File: src/mpfb_pkg.sv
// Package for the page-layout monochrome framebuffer block.
// Holds display geometry, command codes and the controller/datapath structs.
// No dependencies.
package mpfb_pkg;

	localparam int DISPLAY_WIDTH = 128;
	localparam int DISPLAY_HEIGHT = 64;
	localparam int PAGE_COUNT = (DISPLAY_HEIGHT + 7) / 8;
	localparam int STORE_BYTES = DISPLAY_WIDTH * PAGE_COUNT;
	localparam int ADDR_W = $clog2(STORE_BYTES);

	typedef enum logic [2:0] {
		CMD_PIXEL_WRITE = 3'd0,
		CMD_PIXEL_READ  = 3'd1,
		CMD_FILL        = 3'd2,
		CMD_BITMAP      = 3'd3,
		CMD_CLEAR       = 3'd4,
		CMD_BYTE_READ   = 3'd5
	} cmd_t;

	typedef struct packed {
		logic load;
		logic rd_en;
		logic wr_en;
		logic step;
		logic clr_wr;
		logic res_load;
	} dp_cmd_t;

	typedef struct packed {
		logic active;
		logic last;
		logic clr_last;
	} dp_stat_t;

endpackage

File: src/mpfb_ctrl.sv
// Controller state machine for the framebuffer block.
// Sequences read-modify-write passes, clear sweeps and result transfers; uses mpfb_pkg.
module mpfb_ctrl (
	input  logic               clk,
	input  logic               arst_n,
	input  logic               in_valid,
	output logic               in_ready,
	input  logic [2:0]         in_command,
	output logic               out_valid,
	input  logic               out_ready,
	output mpfb_pkg::dp_cmd_t  dp_cmd,
	input  mpfb_pkg::dp_stat_t dp_stat
);
	import mpfb_pkg::*;

	typedef enum logic [5:0] {
		ST_INIT  = 6'b000001,
		ST_IDLE  = 6'b000010,
		ST_READ  = 6'b000100,
		ST_WRITE = 6'b001000,
		ST_CLEAR = 6'b010000,
		ST_DONE  = 6'b100000
	} state_t;

	state_t state_q, state_d;
	logic   out_valid_q;
	logic   slot_free;

	assign slot_free = !out_valid_q || out_ready;
	assign in_ready  = (state_q == ST_IDLE);
	assign out_valid = out_valid_q;

	always_comb begin
		state_d = state_q;
		dp_cmd  = '0;
		case (state_q)
			ST_INIT: begin
				dp_cmd.clr_wr = 1'b1;
				if (dp_stat.clr_last) begin
					state_d = ST_IDLE;
				end
			end
			ST_IDLE: begin
				if (in_valid) begin
					dp_cmd.load = 1'b1;
					state_d = (in_command == CMD_CLEAR) ? ST_CLEAR : ST_READ;
				end
			end
			ST_READ: begin
				dp_cmd.rd_en = 1'b1;
				state_d = ST_WRITE;
			end
			ST_WRITE: begin
				dp_cmd.wr_en = dp_stat.active;
				if (!dp_stat.last) begin
					dp_cmd.step = 1'b1;
					state_d = ST_READ;
				end else if (slot_free) begin
					dp_cmd.res_load = 1'b1;
					state_d = ST_IDLE;
				end else begin
					state_d = ST_DONE;
				end
			end
			ST_CLEAR: begin
				dp_cmd.clr_wr = 1'b1;
				if (dp_stat.clr_last) begin
					state_d = ST_DONE;
				end
			end
			ST_DONE: begin
				if (slot_free) begin
					dp_cmd.res_load = 1'b1;
					state_d = ST_IDLE;
				end
			end
			default: begin
				state_d = ST_INIT;
			end
		endcase
	end

	always_ff @(posedge clk or negedge arst_n) begin
		if (!arst_n) begin
			state_q     <= ST_INIT;
			out_valid_q <= 1'b0;
		end else begin
			state_q <= state_d;
			if (dp_cmd.res_load) begin
				out_valid_q <= 1'b1;
			end else if (out_ready) begin
				out_valid_q <= 1'b0;
			end
		end
	end

endmodule

File: config.mk
export PLATFORM = sky130hd
export DESIGN_NAME = mpfb_ctrl
export DESIGN_NICKNAME = d
export VERILOG_FILES = /design/src/mpfb_pkg.sv /design/src/mpfb_ctrl.sv
export SDC_FILE = /design/constraint.sdc
export NUM_CORES = 1
export LEC_CHECK = 0
export ABC_AREA = 1
export BUFFER_PORTS_ARGS = -buffer_cell sky130_fd_sc_hd__buf_2
export CAP_MARGIN = 20
export CORE_AREA = 5 5 42 44
export DETAILED_ROUTE_END_ITERATION = 8
export DIE_AREA = 0 0 47 49
export PLACE_DENSITY = 0.78
export SLEW_MARGIN = 20
export SYNTH_ARGS = -nofsm -noshare
export SYNTH_HDL_FRONTEND = slang
export SYNTH_SLANG_ARGS = --single-unit
export TNS_END_PERCENT = 100
File: constraint.sdc
create_clock -name clk -period 1.2 [get_ports clk]
set_clock_uncertainty 0.15 [all_clocks]
set_input_delay 0.24 -clock clk [delete_from_list [all_inputs] [get_ports clk]]
set_output_delay 0.24 -clock clk [all_outputs]
set_load 0.005 [all_outputs]
# --- Yosys cells after proc, flatten, opt, wreduce, memory -nomap -nowiden ---
# Cells that the tools add are included.
classes:
  mux: 19
  n_reduce_logical: 5
  eq_ne: 11
ops:
  columns: ["op", "count"]
  rows:
  - ["two-way mux 6 bit", 6]
  - ["one-hot mux 6 bit (6 select lines)", 1]
  - ["two-way mux 1 bit", 9]
  - ["!= test 2 bit, second input constant", 4]
  - ["equality test 6 x 1 -> 1 bit, second input constant", 1]
  - ["equality test 6 x 2 -> 1 bit, second input constant", 1]
  - ["equality test 6 x 3 -> 1 bit, second input constant", 1]
  - ["equality test 6 x 4 -> 1 bit, second input constant", 1]
  - ["equality test 6 x 5 -> 1 bit, second input constant", 1]
  - ["equality test 6 bit, second input constant", 1]
  - ["two-way mux 5 bit", 1]
  - ["AND reduction 4 bit", 1]
  - ["equality test 3 bit, second input constant", 1]
  - ["two-way mux 2 bit", 1]
  - ["one-hot mux 1 bit (2 select lines)", 1]
  - ["nonzero test 2 bit", 1]
  - ["OR reduction 2 bit", 1]
  - ["logical NOT 1 bit", 1]
  - ["logical OR 1 bit", 1]
totals:
  reg_bits: 7
  input_bits: 10
  output_inout_bits: 8

# --- Longest topological paths before layout ---
depth:
  depth_word: 6
  depth_mapped: 8
  depth_no_buf: 8

# --- Worst setup path before layout ---
# Ideal clock, no wire load.
synth_path:
  path_kind: "reg-to-output"
  from: "reg state_q[1]"
  to: "out dp_cmd[0] (netlist name)"
  arrival_ps: 932
  slack_ps: -122
  path_stages_with_launch: 6
  required_ps: 810
  path_cell_list: "dfrtp_1 > nor2_4 > nand2_2 > nor2_4 > a21boi_1 > nor2_1"
synth_lines:
  columns: ["element", "line", "rtl"]
  rows:
  - ["from (decl)", "mpfb_ctrl.sv:25", "state_t state_q, state_d;"]
  - ["from (signal assigned)", "mpfb_ctrl.sv:88", "state_q <= state_d;"]
  - ["to (decl)", "mpfb_ctrl.sv:11", "output mpfb_pkg::dp_cmd_t dp_cmd,"]

==> qor.json <==
{
  "outcome": {
    "status": "complete, but fails checks",
    "violations": "setup timing"
  },
  "synth": {
    "netlist_area_sq_um": 510,
    "yosys.area_share.simple_pct": 49.0,
    "synth.area.top_cells": "sky130_fd_sc_hd__dfrtp_1 29%, sky130_fd_sc_hd__nand2_1 14%, sky130_fd_sc_hd__inv_1 11%, sky130_fd_sc_hd__nor2_4 11%, sky130_fd_sc_hd__nor2_1 9.6%",
    "largest_family_of_logic_cells_by_synthesized_area": "simple AND/OR/NAND/NOR gates",
    "ys_seq_elements": 7,
    "syn-instance-count": 77,
    "yosysUniqueCellTypes": 14,
    "yosysTopAreaCellShare_pct": 29.4,
    "synth.yosys.seq_area_share_pct": 34.6,
    "synth_compound_gate_area_share_pct": 2.45,
    "synth_fa_ha_area_share_pct": 0,
    "yosys.area_share.xor_xnor_pct": 0,
    "multiplexer_fraction_of_the_synthesized_cell_area_pct": 0,
    "synth.avg_cell_area_sq_um": 6.63,
    "synth_top_area_cell": "sky130_fd_sc_hd__dfrtp_1",
    "syn-num-nets": 87,
    "yosysWarningCount": 0
  },
  "drt": {
    "route.detailed.wl_per_inst_um": 11.9,
    "drtAntennaViolNets": 0,
    "routed_wl_mm": 1.53,
    "post_drt_via_cell_ratio": 4.81,
    "detailedRoute.firstPassIterationCount": 4,
    "initial_detailed_routing_violation_count": 21,
    "drc": 0,
    "vias": 620
  },
  "cts": {
    "clk_pin_slew_worst_paths_ns": 0.05,
    "cts_root_buffer": "sky130_fd_sc_hd__clkbuf_4",
    "ctsLongestPathBuffers": 2,
    "cts.htree.levels": 1,
    "worstSkewPairLatency_ns": 0.26,
    "cts_made_buffers": 3,
    "cts_tree": "done",
    "tritoncts_num_sinks": 7
  },
  "global_route": {
    "grt_start_max_net_pins": 8,
    "antenna_violations_before_repair": 0,
    "grt_overflow_total": 0,
    "grt_pass1_wl_mm": 2.37,
    "vias_in_the_first_global_route": 575,
    "grt.total_usage_pct": 14.5
  },
  "pwr": {
    "pwr-share-comb_pct": 53.7,
    "static-leakage-power_nw": 0.481,
    "cellPowerDensity_nw_per_um2": 1640,
    "netSwitchingFraction_pct": 42.7,
    "total_power_mw": 1.29,
    "switching_power_mw": 0.550,
    "sequentialPowerShare_pct": 28.7,
    "internal-power_mw": 0.737,
    "worst_ir_drop_vdd_mv": 0.781,
    "share_clk_of_total_power_pct": 17.6
  },
  "placed_design": {
    "portBuffers": 17,
    "dp_slack_ns": -0.269,
    "dp_hpwl_mm": 1.11,
    "dpl.cell_count": 119,
    "globalplace.congestion": 0.912
  },
  "layout": {
    "fin_cells": 129,
    "area_growth_syn_to_layout_pct": 53.7,
    "fin_util_pct": 56.0,
    "antenna-diode-count": 0,
    "fraction_of_layout_instances_using_a_drive_strength_above_1_pct": 46.9,
    "final_nets": 124
  },
  "timing": {
    "fin_ws_ns": -0.554,
    "hold_viol_final": 0,
    "maxClockFrequency_mhz": 570,
    "layout_min_cycle_time_ns": 1.75,
    "timing.final.setup_violations": 14,
    "fin_crit_sh_pct": 146,
    "max_slew.worst_pin.slew_ns": 0.207,
    "maxSlewViolCount": 0,
    "maxSlewHeadroom_pct": 86.1,
    "grt_setup_unrepaired": "true",
    "timing.setup.tns_ns": -4.88
  },
  "setup_path": {
    "critical_path_class": "reg -> out",
    "critical_path.startpoint_type": "flop",
    "critical_path_arrival_ns": 1.36,
    "critical_path.max_fanout": 6,
    "startpoint": "state_q[3]",
    "cp.required_ns": 0.81,
    "worstReg2RegStart": "state_q[5]",
    "crit_path_end_kind": "output pin"
  },
  "floorplanning": {
    "design.portCount": 18,
    "die-width_um": 47,
    "placementRows": 14,
    "core_area_sq_um": 1400,
    "die_h_um": 49,
    "die_outline_area_sq_um": 2300,
    "floorplan.initialDensity_pct": 36.4
  },
  "job": {
    "drv_cap": 0
  },
  "hold_path": {
    "min_path_type": "in -> reg",
    "min-delay-start": "dp_stat[1]"
  }
}
==> power groups by stage <==
stage	Sequential, mW	Combinational, mW	Clock, mW
3_5_place_dp	0.370	0.606	0
4_1_cts	0.367	0.642	0.226
2_1_floorplan	0.362	0.371	0
5_1_grt	0.373	0.759	0.246
6_report	0.369	0.691	0.227
3_3_place_gp	0.368	0.582	0
==> layout by cell type (no fill, tap or decap), types with 2 or more instances in the layout <==
master / n
sky130_fd_sc_hd__buf_2: 17
sky130_fd_sc_hd__buf_4: 14
sky130_fd_sc_hd__clkbuf_4: 3
sky130_fd_sc_hd__dfrtp_1: 6
sky130_fd_sc_hd__inv_1: 14
sky130_fd_sc_hd__inv_2: 3
sky130_fd_sc_hd__nand2_1: 18
sky130_fd_sc_hd__nand2_2: 2
sky130_fd_sc_hd__nand3_1: 4
sky130_fd_sc_hd__nand3_2: 2
sky130_fd_sc_hd__nand4_1: 5
sky130_fd_sc_hd__nor2_1: 10
sky130_fd_sc_hd__nor2_2: 4
sky130_fd_sc_hd__nor2_4: 5
==> cell type report <==
class,instances,area (sq um)
flip-flops and latches,7,176
multi-input cells,52,287
well taps,16,20.0
inverters,17,63.8
fillers,135,617
repair buffers,33,211
clock buffers,4,26.3
==> synth_stat cells <==
cell	n
sky130_fd_sc_hd__a21boi_1	1
sky130_fd_sc_hd__a21oi_1	1
sky130_fd_sc_hd__buf_4	1
sky130_fd_sc_hd__dfrtp_1	6
sky130_fd_sc_hd__dfstp_2	1
sky130_fd_sc_hd__inv_1	15
sky130_fd_sc_hd__inv_2	2
sky130_fd_sc_hd__nand2_1	19
sky130_fd_sc_hd__nand2_2	1
sky130_fd_sc_hd__nand3_1	6
sky130_fd_sc_hd__nand4_1	5
sky130_fd_sc_hd__nor2_1	13
sky130_fd_sc_hd__nor2_2	1
sky130_fd_sc_hd__nor2_4	5
==> per-layer routing <==
layer	part of all wire (%)	global-route usage (%)
met1	37	17.0
met2	54	21.9
met3	6.9	3.32
met4	2.0	10.6
met5	0	0
==> cells by family (layout without fill, tap and decap cells) <==
kind of cell | Yosys count | after routing
flip-flops | 7 | 7
buffers and inverters | 18 | 54
AO/OA/AOI/OAI | 2 | 2
AND/OR/NAND/NOR | 50 | 50
==> registers in the layout, summed over array words and instances, names as in the netlist <==
| register | flops |
|---|---|
| out_valid | 1 |
| state_q | 6 |
==> through the flow <==
| step | cell area (sq um) | hold slack, ns |
|---|---|---|
| 3_5_place_dp | 688 | -0.0683 |
| 5_1_grt | 785 | 0.153 |
| 4_1_cts | 758 | 0.133 |
| 2_1_floorplan | 519 | -0.206 |
| 6_report | 785 | 0.147 |
| 3_3_place_gp | 688 | -0.0710 |
==> repair_timing <==
action / CTS / global route
pin swaps: 2 / 5
setup endpoints to repair: 14 / 14
gates cloned: 0 / 0
hold buffers: 1 / 0
gates resized for setup: 6 / 2
hold endpoints to repair: 7 / 0
buffers inserted: 2 / 4
==> critical path: stages, from the launching register on <==
cell and delay [ns]:
sky130_fd_sc_hd__dfrtp_1 0.41, sky130_fd_sc_hd__nor2_4 0.21, sky130_fd_sc_hd__nand3_2 0.11, sky130_fd_sc_hd__a21boi_2 0.17, sky130_fd_sc_hd__nor2_1 0.08, sky130_fd_sc_hd__buf_2 0.11
==> final timing paths <==
| check | slack [ns] | end | cells after the start |
|---|---|---|---|
| min reg2reg | 0.57 | state_q[3] | 3 |
| max | -0.55 | dp_cmd[0] | 5 |
| min | 0.15 | out_valid | 3 |
| max reg2reg | -0.34 | state_q[2] | 9 |
| max in group asynchronous | 0.48 | state_q[0] | 2 |
| min in group asynchronous | 0.19 | state_q[2] | 2 |
No activity file was read; power rests on OpenSTA's default activity.
